<file path="src/rtl/mtnp_pkg.sv">
// Package for the MIDI track note event parser.
// Holds the word types of both channels, the queue entry type and shared codes.
// No dependencies.
package mtnp_pkg;

    localparam int VLQ_MAX_BYTES_DEFAULT = 4;
    localparam int TICK_WIDTH_DEFAULT    = 64;
    localparam int QUEUE_DEPTH_DEFAULT   = 4;

    localparam int DELTA_W = 28;
    localparam int ABS_W   = 64;

    localparam logic [1:0] KIND_NOTE  = 2'd0;
    localparam logic [1:0] KIND_END   = 2'd1;
    localparam logic [1:0] KIND_ERROR = 2'd2;

    typedef struct packed {
        logic [7:0] data_byte;
        logic       last_byte;
    } byte_word_t;

    typedef struct packed {
        logic [1:0]         kind;
        logic               note_on;
        logic [3:0]         channel;
        logic [6:0]         note_key;
        logic [6:0]         velocity;
        logic [DELTA_W-1:0] delta_time;
        logic [ABS_W-1:0]   tick_stamp;
        logic               last_of_run;
    } event_word_t;

    // One entry per input byte that gives results.
    typedef struct packed {
        logic               emit_note;
        logic               emit_end;
        logic               emit_err;
        logic               note_on;
        logic [3:0]         channel;
        logic [6:0]         note_key;
        logic [6:0]         velocity;
        logic [DELTA_W-1:0] delta_time;
        logic [ABS_W-1:0]   tick_stamp;
    } cmd_t;

endpackage

</file>
<file path="src/rtl/mtnp_front.sv">
// Front end of the MIDI track note event parser: byte-level parse state machine.
// Classifies each accepted byte into a queue entry. Depends on mtnp_pkg.
module mtnp_front
    import mtnp_pkg::*;
#(
    parameter int VLQ_MAX_BYTES = VLQ_MAX_BYTES_DEFAULT,
    parameter int TICK_WIDTH    = TICK_WIDTH_DEFAULT
)
(
    input  logic       clk,
    input  logic       rst_n,
    input  logic       byte_valid,
    input  byte_word_t byte_word,
    input  logic       queue_full,
    output logic       byte_stall,
    output logic       push,
    output cmd_t       push_cmd
);

    localparam int CNT_W = $clog2(VLQ_MAX_BYTES + 1);

    localparam logic [2:0] PH_DELTA     = 3'd0;
    localparam logic [2:0] PH_STATUS    = 3'd1;
    localparam logic [2:0] PH_META_TYPE = 3'd2;
    localparam logic [2:0] PH_LENGTH    = 3'd3;
    localparam logic [2:0] PH_SKIP      = 3'd4;
    localparam logic [2:0] PH_DATA1     = 3'd5;
    localparam logic [2:0] PH_DATA2     = 3'd6;
    localparam logic [2:0] PH_FAULT     = 3'd7;

    localparam logic [7:0] STATUS_SYSEX  = 8'hF0;
    localparam logic [7:0] STATUS_ESCAPE = 8'hF7;
    localparam logic [7:0] STATUS_META   = 8'hFF;
    localparam logic [3:0] HI_NOTE_OFF   = 4'h8;
    localparam logic [3:0] HI_NOTE_ON    = 4'h9;
    localparam logic [3:0] HI_PROGRAM    = 4'hC;
    localparam logic [3:0] HI_PRESSURE   = 4'hD;
    localparam logic [3:0] HI_SYSTEM     = 4'hF;

    logic [2:0]            phase_reg, phase_next;
    logic [DELTA_W-1:0]    vlq_reg, vlq_next;
    logic [CNT_W-1:0]      cnt_reg, cnt_next;
    logic [DELTA_W-1:0]    held_reg, held_next;
    logic [TICK_WIDTH-1:0] tick_reg, tick_next;
    logic [7:0]            run_status_reg, run_status_next;
    logic [7:0]            cur_status_reg, cur_status_next;
    logic [7:0]            first_reg, first_next;
    logic [DELTA_W-1:0]    skip_reg, skip_next;

    logic                  accept;
    logic [7:0]            b;
    logic [DELTA_W-1:0]    vlq_shift;
    logic [CNT_W-1:0]      vlq_inc;
    logic                  vlq_over;
    logic [TICK_WIDTH:0]   sum;
    logic [DELTA_W-1:0]    skip_dec;
    logic                  fault;
    logic                  in_fault;
    logic                  take;
    logic [7:0]            d1_status;
    logic                  fin;
    logic [7:0]            fin_status;
    logic [7:0]            fin_first;
    logic [7:0]            fin_second;
    logic                  end_ok;
    cmd_t                  cmd;

    assign byte_stall = queue_full;
    assign accept     = byte_valid && !queue_full;
    assign b          = byte_word.data_byte;

    always_comb
    begin
        phase_next      = phase_reg;
        vlq_next        = vlq_reg;
        cnt_next        = cnt_reg;
        held_next       = held_reg;
        tick_next       = tick_reg;
        run_status_next = run_status_reg;
        cur_status_next = cur_status_reg;
        first_next      = first_reg;
        skip_next       = skip_reg;
        fault           = 1'b0;
        take            = 1'b0;
        d1_status       = cur_status_reg;
        fin             = 1'b0;
        fin_status      = cur_status_reg;
        fin_first       = first_reg;
        fin_second      = 8'h00;
        in_fault        = (phase_reg == PH_FAULT);

        vlq_shift = {vlq_reg[DELTA_W-8:0], b[6:0]};
        vlq_inc   = cnt_reg + CNT_W'(1);
        vlq_over  = b[7] && (vlq_inc >= CNT_W'(VLQ_MAX_BYTES));
        sum       = {1'b0, tick_reg} + {1'b0, TICK_WIDTH'(vlq_shift)};
        skip_dec  = skip_reg - DELTA_W'(1);

        case (phase_reg)
            PH_DELTA:
            begin
                vlq_next = vlq_shift;
                cnt_next = vlq_inc;
                if (vlq_over)
                begin
                    fault = 1'b1;
                end
                else if (!b[7])
                begin
                    if (sum[TICK_WIDTH])
                    begin
                        fault = 1'b1;
                    end
                    else
                    begin
                        tick_next  = sum[TICK_WIDTH-1:0];
                        held_next  = vlq_shift;
                        vlq_next   = '0;
                        cnt_next   = '0;
                        phase_next = PH_STATUS;
                    end
                end
            end
            PH_STATUS:
            begin
                if (!b[7])
                begin
                    if (run_status_reg == 8'h00)
                    begin
                        fault = 1'b1;
                    end
                    else
                    begin
                        cur_status_next = run_status_reg;
                        d1_status       = run_status_reg;
                        take            = 1'b1;
                    end
                end
                else
                begin
                    cur_status_next = b;
                    if (b[7:4] != HI_SYSTEM)
                    begin
                        run_status_next = b;
                        phase_next      = PH_DATA1;
                    end
                    else if (b == STATUS_META)
                    begin
                        run_status_next = 8'h00;
                        phase_next      = PH_META_TYPE;
                    end
                    else if (b inside {STATUS_SYSEX, STATUS_ESCAPE})
                    begin
                        run_status_next = 8'h00;
                        phase_next      = PH_LENGTH;
                    end
                    else
                    begin
                        fault = 1'b1;
                    end
                end
            end
            PH_META_TYPE:
            begin
                phase_next = PH_LENGTH;
            end
            PH_LENGTH:
            begin
                vlq_next = vlq_shift;
                cnt_next = vlq_inc;
                if (vlq_over)
                begin
                    fault = 1'b1;
                end
                else if (!b[7])
                begin
                    skip_next  = vlq_shift;
                    vlq_next   = '0;
                    cnt_next   = '0;
                    phase_next = (vlq_shift == '0) ? PH_DELTA : PH_SKIP;
                end
            end
            PH_SKIP:
            begin
                skip_next = skip_dec;
                if (skip_dec == '0)
                begin
                    phase_next = PH_DELTA;
                end
            end
            PH_DATA1:
            begin
                if (b[7])
                begin
                    fault = 1'b1;
                end
                else
                begin
                    take = 1'b1;
                end
            end
            PH_DATA2:
            begin
                if (b[7])
                begin
                    fault = 1'b1;
                end
                else
                begin
                    fin        = 1'b1;
                    fin_second = b;
                end
            end
            PH_FAULT:
            begin
                phase_next = PH_FAULT;
            end
            default:
            begin
                fault = 1'b1;
            end
        endcase

        if (take)
        begin
            first_next = b;
            if (d1_status[7:4] inside {HI_PROGRAM, HI_PRESSURE})
            begin
                fin        = 1'b1;
                fin_status = d1_status;
                fin_first  = b;
                fin_second = 8'h00;
            end
            else
            begin
                phase_next = PH_DATA2;
            end
        end

        if (fin)
        begin
            phase_next = PH_DELTA;
        end

        if (fault)
        begin
            phase_next = PH_FAULT;
        end

        end_ok = (phase_next == PH_DELTA) && (cnt_next == '0);

        cmd             = '0;
        cmd.emit_note   = fin && (fin_status[7:4] inside {HI_NOTE_OFF, HI_NOTE_ON});
        cmd.note_on     = (fin_status[7:4] == HI_NOTE_ON) && (fin_second != 8'h00);
        cmd.channel     = fin_status[3:0];
        cmd.note_key    = fin_first[6:0];
        cmd.velocity    = fin_second[6:0];
        cmd.delta_time  = held_reg;
        cmd.tick_stamp  = ABS_W'(tick_next);
        cmd.emit_err    = fault;

        if (byte_word.last_byte)
        begin
            cmd.emit_end    = !fault && !in_fault && end_ok;
            cmd.emit_err    = fault || (!in_fault && !end_ok);
            phase_next      = PH_DELTA;
            vlq_next        = '0;
            cnt_next        = '0;
            held_next       = '0;
            tick_next       = '0;
            run_status_next = 8'h00;
            cur_status_next = 8'h00;
            first_next      = 8'h00;
            skip_next       = '0;
        end
    end

    assign push     = accept && (cmd.emit_note || cmd.emit_end || cmd.emit_err);
    assign push_cmd = cmd;

    always_ff @(posedge clk or negedge rst_n)
    begin
        if (!rst_n)
        begin
            phase_reg      <= PH_DELTA;
            vlq_reg        <= '0;
            cnt_reg        <= '0;
            held_reg       <= '0;
            tick_reg       <= '0;
            run_status_reg <= 8'h00;
            cur_status_reg <= 8'h00;
            first_reg      <= 8'h00;
            skip_reg       <= '0;
        end
        else if (accept)
        begin
            phase_reg      <= phase_next;
            vlq_reg        <= vlq_next;
            cnt_reg        <= cnt_next;
            held_reg       <= held_next;
            tick_reg       <= tick_next;
            run_status_reg <= run_status_next;
            cur_status_reg <= cur_status_next;
            first_reg      <= first_next;
            skip_reg       <= skip_next;
        end
    end

endmodule

</file>
<file path="src/rtl/mtnp_queue.sv">
// Short first-in first-out queue between the parser front end and back end.
// Entries are of type cmd_t. Depends on mtnp_pkg.
module mtnp_queue
    import mtnp_pkg::*;
#(
    parameter int DEPTH = QUEUE_DEPTH_DEFAULT
)
(
    input  logic clk,
    input  logic rst_n,
    input  logic push,
    input  cmd_t push_cmd,
    input  logic pop,
    output logic full,
    output logic empty,
    output cmd_t head
);

    localparam int PTR_W = $clog2(DEPTH);
    localparam int CNT_W = $clog2(DEPTH + 1);

    cmd_t             entry_reg [DEPTH];
    logic [PTR_W-1:0] wr_ptr_reg, wr_ptr_next;
    logic [PTR_W-1:0] rd_ptr_reg, rd_ptr_next;
    logic [CNT_W-1:0] count_reg, count_next;
    logic             do_push;
    logic             do_pop;

    assign full    = (count_reg == CNT_W'(DEPTH));
    assign empty   = (count_reg == '0);
    assign head    = entry_reg[rd_ptr_reg];
    assign do_push = push && !full;
    assign do_pop  = pop && !empty;

    always_comb
    begin
        wr_ptr_next = wr_ptr_reg;
        rd_ptr_next = rd_ptr_reg;
        count_next  = count_reg;
        if (do_push)
        begin
            wr_ptr_next = (wr_ptr_reg == PTR_W'(DEPTH - 1)) ? '0 : wr_ptr_reg + PTR_W'(1);
        end
        if (do_pop)
        begin
            rd_ptr_next = (rd_ptr_reg == PTR_W'(DEPTH - 1)) ? '0 : rd_ptr_reg + PTR_W'(1);
        end
        if (do_push && !do_pop)
        begin
            count_next = count_reg + CNT_W'(1);
        end
        else if (do_pop && !do_push)
        begin
            count_next = count_reg - CNT_W'(1);
        end
    end

    always_ff @(posedge clk)
    begin
        if (do_push)
        begin
            entry_reg[wr_ptr_reg] <= push_cmd;
        end
    end

    always_ff @(posedge clk or negedge rst_n)
    begin
        if (!rst_n)
        begin
            wr_ptr_reg <= '0;
            rd_ptr_reg <= '0;
            count_reg  <= '0;
        end
        else
        begin
            wr_ptr_reg <= wr_ptr_next;
            rd_ptr_reg <= rd_ptr_next;
            count_reg  <= count_next;
        end
    end

endmodule

</file>
<file path="src/rtl/mtnp_back.sv">
// Back end of the MIDI track note event parser: expands queue entries into
// result words and holds them in the output register. Depends on mtnp_pkg.
module mtnp_back
    import mtnp_pkg::*;
(
    input  logic        clk,
    input  logic        rst_n,
    input  logic        empty,
    input  cmd_t        head,
    output logic        pop,
    output logic        event_valid,
    input  logic        event_stall,
    output event_word_t event_word
);

    logic        valid_reg, valid_next;
    event_word_t word_reg, word_next;
    logic        second_reg, second_next;
    logic        load;
    event_word_t note_word;
    event_word_t end_word;
    event_word_t err_word;

    assign load = !valid_reg || !event_stall;

    always_comb
    begin
        note_word             = '0;
        note_word.kind        = KIND_NOTE;
        note_word.note_on     = head.note_on;
        note_word.channel     = head.channel;
        note_word.note_key    = head.note_key;
        note_word.velocity    = head.velocity;
        note_word.delta_time  = head.delta_time;
        note_word.tick_stamp  = head.tick_stamp;
        note_word.last_of_run = 1'b1;

        end_word             = '0;
        end_word.kind        = KIND_END;
        end_word.tick_stamp  = head.tick_stamp;
        end_word.last_of_run = 1'b1;

        err_word             = '0;
        err_word.kind        = KIND_ERROR;
        err_word.last_of_run = 1'b1;

        valid_next  = valid_reg;
        word_next   = word_reg;
        second_next = second_reg;
        pop         = 1'b0;

        if (load)
        begin
            valid_next = !empty;
            if (!empty)
            begin
                if (second_reg)
                begin
                    word_next   = end_word;
                    second_next = 1'b0;
                    pop         = 1'b1;
                end
                else if (head.emit_note && head.emit_end)
                begin
                    word_next             = note_word;
                    word_next.last_of_run = 1'b0;
                    second_next           = 1'b1;
                end
                else
                begin
                    if (head.emit_note)
                    begin
                        word_next = note_word;
                    end
                    else if (head.emit_end)
                    begin
                        word_next = end_word;
                    end
                    else
                    begin
                        word_next = err_word;
                    end
                    pop = 1'b1;
                end
            end
        end
    end

    assign event_valid = valid_reg;
    assign event_word  = word_reg;

    always_ff @(posedge clk)
    begin
        word_reg <= word_next;
    end

    always_ff @(posedge clk or negedge rst_n)
    begin
        if (!rst_n)
        begin
            valid_reg  <= 1'b0;
            second_reg <= 1'b0;
        end
        else
        begin
            valid_reg  <= valid_next;
            second_reg <= second_next;
        end
    end

endmodule

</file>
<file path="src/rtl/midi_track_note_event_parser_core.sv">
// Top level of the MIDI track note event parser.
// Instantiates mtnp_front, mtnp_queue and mtnp_back. Depends on mtnp_pkg.
//
// The byte channel (byte_valid, byte_stall, byte_word) takes one word per cycle
// while byte_stall is low: one byte of a track chunk body and a flag marking
// its final byte. A word is taken at a rising edge where byte_valid is high and
// byte_stall is low. The event channel (event_valid, event_stall, event_word)
// gives note-on and note-off events, the track end tick on the final byte, and
// a single error word for a malformed track, with last_of_run set on the final
// word of a byte. Each byte is parsed in the cycle it is taken; its results
// enter a queue of QUEUE_DEPTH entries and from there the output register.
// The parser takes one byte per cycle while the queue is not full; a byte that
// gives both a note event and the track end yields the note word, then the end
// word. The rate is set by the combinational parse step, whose longest path is
// the tick add with its overflow carry.
// byte_stall rises only when the queue is full, which happens when the receiver
// holds event_stall high. Reset empties the queue and the output register and
// returns the parser to the start of a delta time with a zero tick count.
module midi_track_note_event_parser_core
    import mtnp_pkg::*;
#(
    parameter int VLQ_MAX_BYTES = VLQ_MAX_BYTES_DEFAULT,
    parameter int TICK_WIDTH    = TICK_WIDTH_DEFAULT,
    parameter int QUEUE_DEPTH   = QUEUE_DEPTH_DEFAULT
)
(
    input  logic        clk,
    input  logic        rst_n,
    input  logic        byte_valid,
    output logic        byte_stall,
    input  byte_word_t  byte_word,
    output logic        event_valid,
    input  logic        event_stall,
    output event_word_t event_word
);

    logic push;
    cmd_t push_cmd;
    logic pop;
    logic full;
    logic empty;
    cmd_t head;

    mtnp_front #(
        .VLQ_MAX_BYTES (VLQ_MAX_BYTES),
        .TICK_WIDTH    (TICK_WIDTH)
    ) u_front (
        .clk        (clk),
        .rst_n      (rst_n),
        .byte_valid (byte_valid),
        .byte_word  (byte_word),
        .queue_full (full),
        .byte_stall (byte_stall),
        .push       (push),
        .push_cmd   (push_cmd)
    );

    mtnp_queue #(
        .DEPTH (QUEUE_DEPTH)
    ) u_queue (
        .clk      (clk),
        .rst_n    (rst_n),
        .push     (push),
        .push_cmd (push_cmd),
        .pop      (pop),
        .full     (full),
        .empty    (empty),
        .head     (head)
    );

    mtnp_back u_back (
        .clk         (clk),
        .rst_n       (rst_n),
        .empty       (empty),
        .head        (head),
        .pop         (pop),
        .event_valid (event_valid),
        .event_stall (event_stall),
        .event_word  (event_word)
    );

endmodule

</file>
<file path="config.mk">
export PLATFORM = sky130hd
export DESIGN_NAME = midi_track_note_event_parser_core
export DESIGN_NICKNAME = d
export VERILOG_FILES = /design/src/rtl/mtnp_pkg.sv /design/src/rtl/mtnp_front.sv /design/src/rtl/mtnp_queue.sv /design/src/rtl/mtnp_back.sv /design/src/rtl/midi_track_note_event_parser_core.sv
export SDC_FILE = /design/constraint.sdc
export NUM_CORES = 1
export LEC_CHECK = 0
export BUFFER_PORTS_ARGS = -buffer_cell sky130_fd_sc_hd__buf_4
export CAP_MARGIN = 20
export CORE_MARGIN = 2
export CORE_UTILIZATION = 58
export DETAILED_ROUTE_END_ITERATION = 12
export HOLD_SLACK_MARGIN = 0.12
export PLACE_DENSITY_LB_ADDON = 0.08
export SETUP_SLACK_MARGIN = 0.5
export SLEW_MARGIN = 5
export SYNTH_ARGS = -nofsm -noshare
export SYNTH_HDL_FRONTEND = slang
export SYNTH_SLANG_ARGS = --single-unit
</file>
<file path="constraint.sdc">
create_clock -name clk -period 20.6 [get_ports clk]
set_input_delay 4.12 -clock clk [delete_from_list [all_inputs] [get_ports clk]]
set_output_delay 4.12 -clock clk [all_outputs]
set_load 0.05 [all_outputs]
</file>
# == Word level (Yosys, flattened, before mapping) ==
# Memories as Yosys holds them, arrays and structs flattened.
# Index checks and enable logic that the tools add are counted.
# totals
reg_bits,293
mem_bits_rw,456
in_bits,13
out_inout_bits,116
wordCells,213
memories,1
# memory_table
name,words,width,read_ports,rd_ports_with_merged_regs,wr,line_no,text
u_queue.entry_reg,4,114,1,0,1,mtnp_queue.sv:22,cmd_t entry_reg [DEPTH];
# classes
add_sub_neg,7
magnitude_cmp,1
eq_ne,23
mux,102
n_bitwise,1
n_reduce_logical,55
# ops
cell,count
2-to-1 mux 64 bit,5
2-to-1 mux 113 bit,2
2-to-1 mux 28 bit,8
2-to-1 mux 8 bit,17
2-to-1 mux 21 bit,6
2-to-1 mux 114 bit,1
2-to-1 mux 3 bit,24
adder 64 x 28 -> 65 bit,1
2-to-1 mux 65 bit,1
zero test 28 bit,2
case mux 28 bit (2 select lines),1
case mux 21 bit (2 select lines),1
2-to-1 mux 7 bit,5
"subtractor 28 x 1 -> 28 bit, second input constant",1
"== test 8 bit, second input constant",3
2-to-1 mux 1 bit,24
case mux 3 bit (6 select lines),1
"== test 4 bit, second input constant",4
nonzero test 2 bit,8
"== test 3 bit, second input constant",5
logical AND 1 bit,14
zero test 3 bit,4
zero test 1 bit,9
zero test 8 bit,1
other kinds (24),41

# == Logic depth before layout (Yosys ltp) ==
# depth
ltp_word,25
depth_mapped,16
ltp_nobuf,16

# == Cells and area by module ==
# From an unflattened synthesis, not the netlist that was laid out.
# unflattened
cells_unflattened,2210
hier_area_um2,32225.9
# by_module_without_submodules
mod,n_inst,cells_per_inst,area_each_um2,seq_area_each_um2
mtnp_queue,1,633,16858.7,13868.3
mtnp_front,1,1327,11020.6,4254.1
mtnp_back,1,250,4346.7,3473.3

# == Worst setup path after synthesis ==
# OpenSTA, ideal clock, no wires.
# synth_timing
path_type,input-to-reg
start,input port event_stall
end,register u_queue.count_reg[1]
setup_time_ns,0.125
arrival_time_ns,11.215
required_time_ns,20.475
slack_ns,9.260
path_stages,7
path_buffers,0
cell_sequence,a21oi_1 -> and2_1 -> inv_1 -> ha_1 -> inv_1 -> fa_1 -> mux2_2
# synth_via
elab_chain_cells,7
word_cells_on_any_way,9
cone_classes,2 x mux; 7 x reduce/logical
# synth_rtl
item,line_no,text
"start, declared",midi_track_note_event_parser_core.sv:33,"input logic event_stall,"
zero test 1 bit,mtnp_back.sv:24,assign load = !valid_reg || !event_stall;
logical OR 1 bit,mtnp_back.sv:24,
2-to-1 mux 1 bit,mtnp_back.sv:52,if (load)
logical AND 1 bit,mtnp_queue.sv:33,assign do_pop = pop && !empty;
zero test 1 bit,mtnp_queue.sv:48,if (do_push && !do_pop)
logical AND 1 bit,mtnp_queue.sv:48,
2-to-1 mux 3 bit,mtnp_queue.sv:48,
via u_queue.count_next[1],mtnp_queue.sv:25,"logic [CNT_W-1:0] count_reg, count_next;"
"end signal, assigned",mtnp_queue.sv:78,count_reg <= count_next;
"end, declared",mtnp_queue.sv:25,
# The timed path passes the listed nets, and every way through them passes these cells.
# A chain may end at the register's enable or synchronous reset.

# == Worst setup path after layout ==
# layout_timing
start,input port byte_word[1] (netlist name)
end,"memory u_queue.entry_reg[0][97] (netlist name), enable pin"
# layout_via
elab_chain_cells,22
word_cells_on_any_way,49
cone_classes,1 x add/sub; 3 x eq/ne; 30 x mux; 15 x reduce/logical
# layout_rtl
item,line_no,text
"start, declared",midi_track_note_event_parser_core.sv:31,"input byte_word_t byte_word,"
branches (longest 16 deep; another with adder 64 x 28 -> 65 bit),n/a,
2-to-1 mux 2 bit *,mtnp_front.sv:261,if (byte_word.last_byte)
logical OR 1 bit *,mtnp_front.sv:277,assign push = accept && (cmd.emit_note || cmd.emit_end || cmd.emit_err);
logical AND 1 bit *,mtnp_front.sv:277,
logical AND 1 bit *,mtnp_queue.sv:32,assign do_push = push && !full;
via u_queue.do_push,mtnp_queue.sv:26,logic do_push;
2-to-1 mux 1 bit *,mtnp_queue.sv:60,if (do_push)
2-to-1 mux 1 bit (implied by the code) *,mtnp_queue.sv:62,entry_reg[wr_ptr_reg] <= push_cmd;
"end, declared",mtnp_queue.sv:22,
# Mark *: on every way through the listed nets, which the timed path passes.

==> impl_metrics.tcl <==
set metrics [dict create \
    yosysSeqAreaShare_pct 66.0 \
    synth_edf_count 566 \
    drv_slew 0 \
    root_buffer "clkbuf_16" \
    clock_skew_ps 13.9 \
    max_stage_delay_ps 870 \
    io_pins 129 \
    drc 0 \
    critPathLaunchType "primary input" \
    end_kind "flip-flop" \
    fp.dieH_um 241 \
    largest_register_ffs 452 \
    drtPass1Iterations 5 \
    fp.dieW_um 241 \
    antenna_left 0 \
    dp_hpwl_um 47800 \
    path_cells "buf_4 -> ha_1 -> inv_1 -> fa_1 -> nand2b_1 -> a21oi_1 -> o211ai_1 -> a21o_2 -> a211oi_4 -> a21o_2 -> o21a_1 -> and2_4 -> buf_4" \
    cp_slowest_cell "buf_4" \
    syn_nets 2279 \
    cts_tree "done" \
    cts_buffers 77 \
    overflow 0 \
    dieArea_mm2 0.0580 \
    fin_crit_sh_pct 40.9 \
    post_cts_resized 0 \
    drive_gt1_share_pct 19.0 \
    ir_drop_v 0.000112 \
    hold_class "flip-flop to flip-flop" \
    start_util_pct 58.8 \
    rsz0062_at_grt "no" \
    layout_min_cycle_time_ps 8430 \
    vias_per_cell 6.35 \
    post_cts_buffers 0 \
    num_rows 86 \
    via_count 19900 \
    final_common_cell "edfxtp_1" \
    grt_pass1_wl_um 117000 \
    p_per_area_mw_per_mm2 156 \
    netlist_area_mm2 0.0325 \
    arrival_ps 8660 \
    finalSetupViolations 0 \
    gp_congestion 0.904 \
    ys_seq_elements 745 \
    final_nets 2379 \
    core_area_mm2 0.0553 \
    drt-wirelength-per-cell_um 24.3 \
    final_cell_mix "edfxtp_1 (566), dfrtp_1 (177), o21ai_0 (155)" \
    worst-path-max-fanout 63 \
    hold_viol 0 \
    clkLatencyLatePin_ps 610 \
    synthCells 2227 \
    routed_wirelength_um 76200 \
    track_usage_pct 26.8 \
    io_buffers 128 \
    pre_cts_ws_ps 11580 \
    tns_ps 0 \
    cts_buffer_depth 3 \
    crit_required_ps 20830 \
    setup_slack_ps 12170 \
    antenna_found_initial 4 \
    path_class "primary input to flip-flop" \
    clock.fmax_mhz 119 \
    clock-sinks 745 \
    first_iter_violations 1776 \
    cts-htree-levels 3 \
    tightest_slew_ps 1100 \
    grt_pass1_vias 19500 \
    avgSynthCellArea_um2 14.6 \
    ys_types 88 \
    syn2layout_area_growth_pct 12.4 \
    synthFlopType "edfxtp_1" \
    cap_violations 0 \
    holdBufCountCts 0 \
    ys_warn_count 0 \
    clk_pin_slew_ps 60 \
    r2r.worst_path.cells 10 \
    grt_max_degree 72 \
    whs_path_depth 2 \
    status "finished clean" \
    leakagePower_nw 13.8 \
    slew_headroom_pct 26.9 \
    fillers 3989 \
    async_reset_ff_share_pct 24.0 \
]
## per-stage QoR
step / hold WS [ps] / util (%) / total power [mW] / instance area [um2] / cells
floorplan: 446 / - / 3.79 / 32500 / 2227
global placement: 465 / 61.6 / 4.33 / 34100 / 2995
CTS: 488 / 66.0 / 5.73 / 36500 / 3136
finish: 485 / 66.1 / 5.69 / 36500 / 3139
detailed placement: 478 / 61.6 / 4.37 / 34100 / 2995
global route: 518 / 66.1 / 5.97 / 36500 / 3137
## area by class of cell
| class | count | area (um2) | area share, % |
|---|---|---|---|
| sequential | 745 | 21500 | 58.8 |
| multi-input combinational | 1312 | 10400 | 28.3 |
| clock buffer | 111 | 2230 | 6.11 |
| timing repair buffer | 151 | 1140 | 3.13 |
| tap | 748 | 936 | 2.56 |
| clock inverter | 30 | 236 | 0.647 |
| inverter | 40 | 150 | 0.411 |
| antenna | 2 | 5.00 | 0.0137 |
## synthesized netlist by cell type (39+ instances only)
cell type / count / area (um2)
nor2b_1: 67 / 419
a22o_1: 47 / 412
and3_1: 70 / 438
nand2_1: 144 / 541
nor3_1: 39 / 195
xnor2_1: 49 / 429
mux4_2: 113 / 2540
o21ai_0: 155 / 776
edfxtp_1: 566 / 17000
nor2_1: 90 / 338
dfrtp_1: 179 / 4480
clkbuf_1: 88 / 330
inv_1: 39 / 146
a21oi_1: 70 / 350
nand3_1: 40 / 200
## path summary, 6_finish.rpt
| kind | endpoint | slack (ps) | from |
|---|---|---|---|
| worst max register to register | u_queue.entry_reg[0][97] | 15250 | u_front.vlq_reg[9] |
| worst min register to register | u_front.first_reg[2] | 490 | u_front.first_reg[2] |
| min in group asynchronous | u_back.event_valid | 3460 | rst_n |
| worst min-delay path | u_front.first_reg[2] | 490 | u_front.first_reg[2] |
| max in group asynchronous | u_queue.rd_ptr_reg[1] | 14920 | rst_n |
| worst max-delay path | u_queue.entry_reg[0][97] | 12170 | byte_word[1] |
## layer usage
layer  vias up  share of wire (%)  global-route usage (%)
met1     10200                 46                    41.5
met2       794                 44                    40.0
met4         2                2.1                    7.24
li1       8824                  -                       -
met3       119                7.5                    4.29
met5         -              0.017                       0
## kinds of logic after synthesis
logic type,Yosys count,synth area share (%)
and+or+nand+nor,600,10.0
buffers and inverters,170,2.27
DFF,745,66.0
muxes,150,9.10
AOI/OAI and AO/OA,451,9.12
xor gates and xnor gates,72,1.94
adders and majority gates,39,1.55
## where the power goes
group	total, mW	switching, mW	internal, mW
logic	2.05	1.32	0.727
clock network	1.35	0.571	0.783
registers	2.29	0.226	2.07
## worst max-delay path: cells and delay by family
| kind | cells | cell delay, ps |
|---|---|---|
| compound gates | 6 | 1740 |
| buf+inv | 3 | 1120 |
| simple gates | 2 | 1000 |
| fa+ha+maj | 2 | 620 |
(Power assumes the default switching activity.)
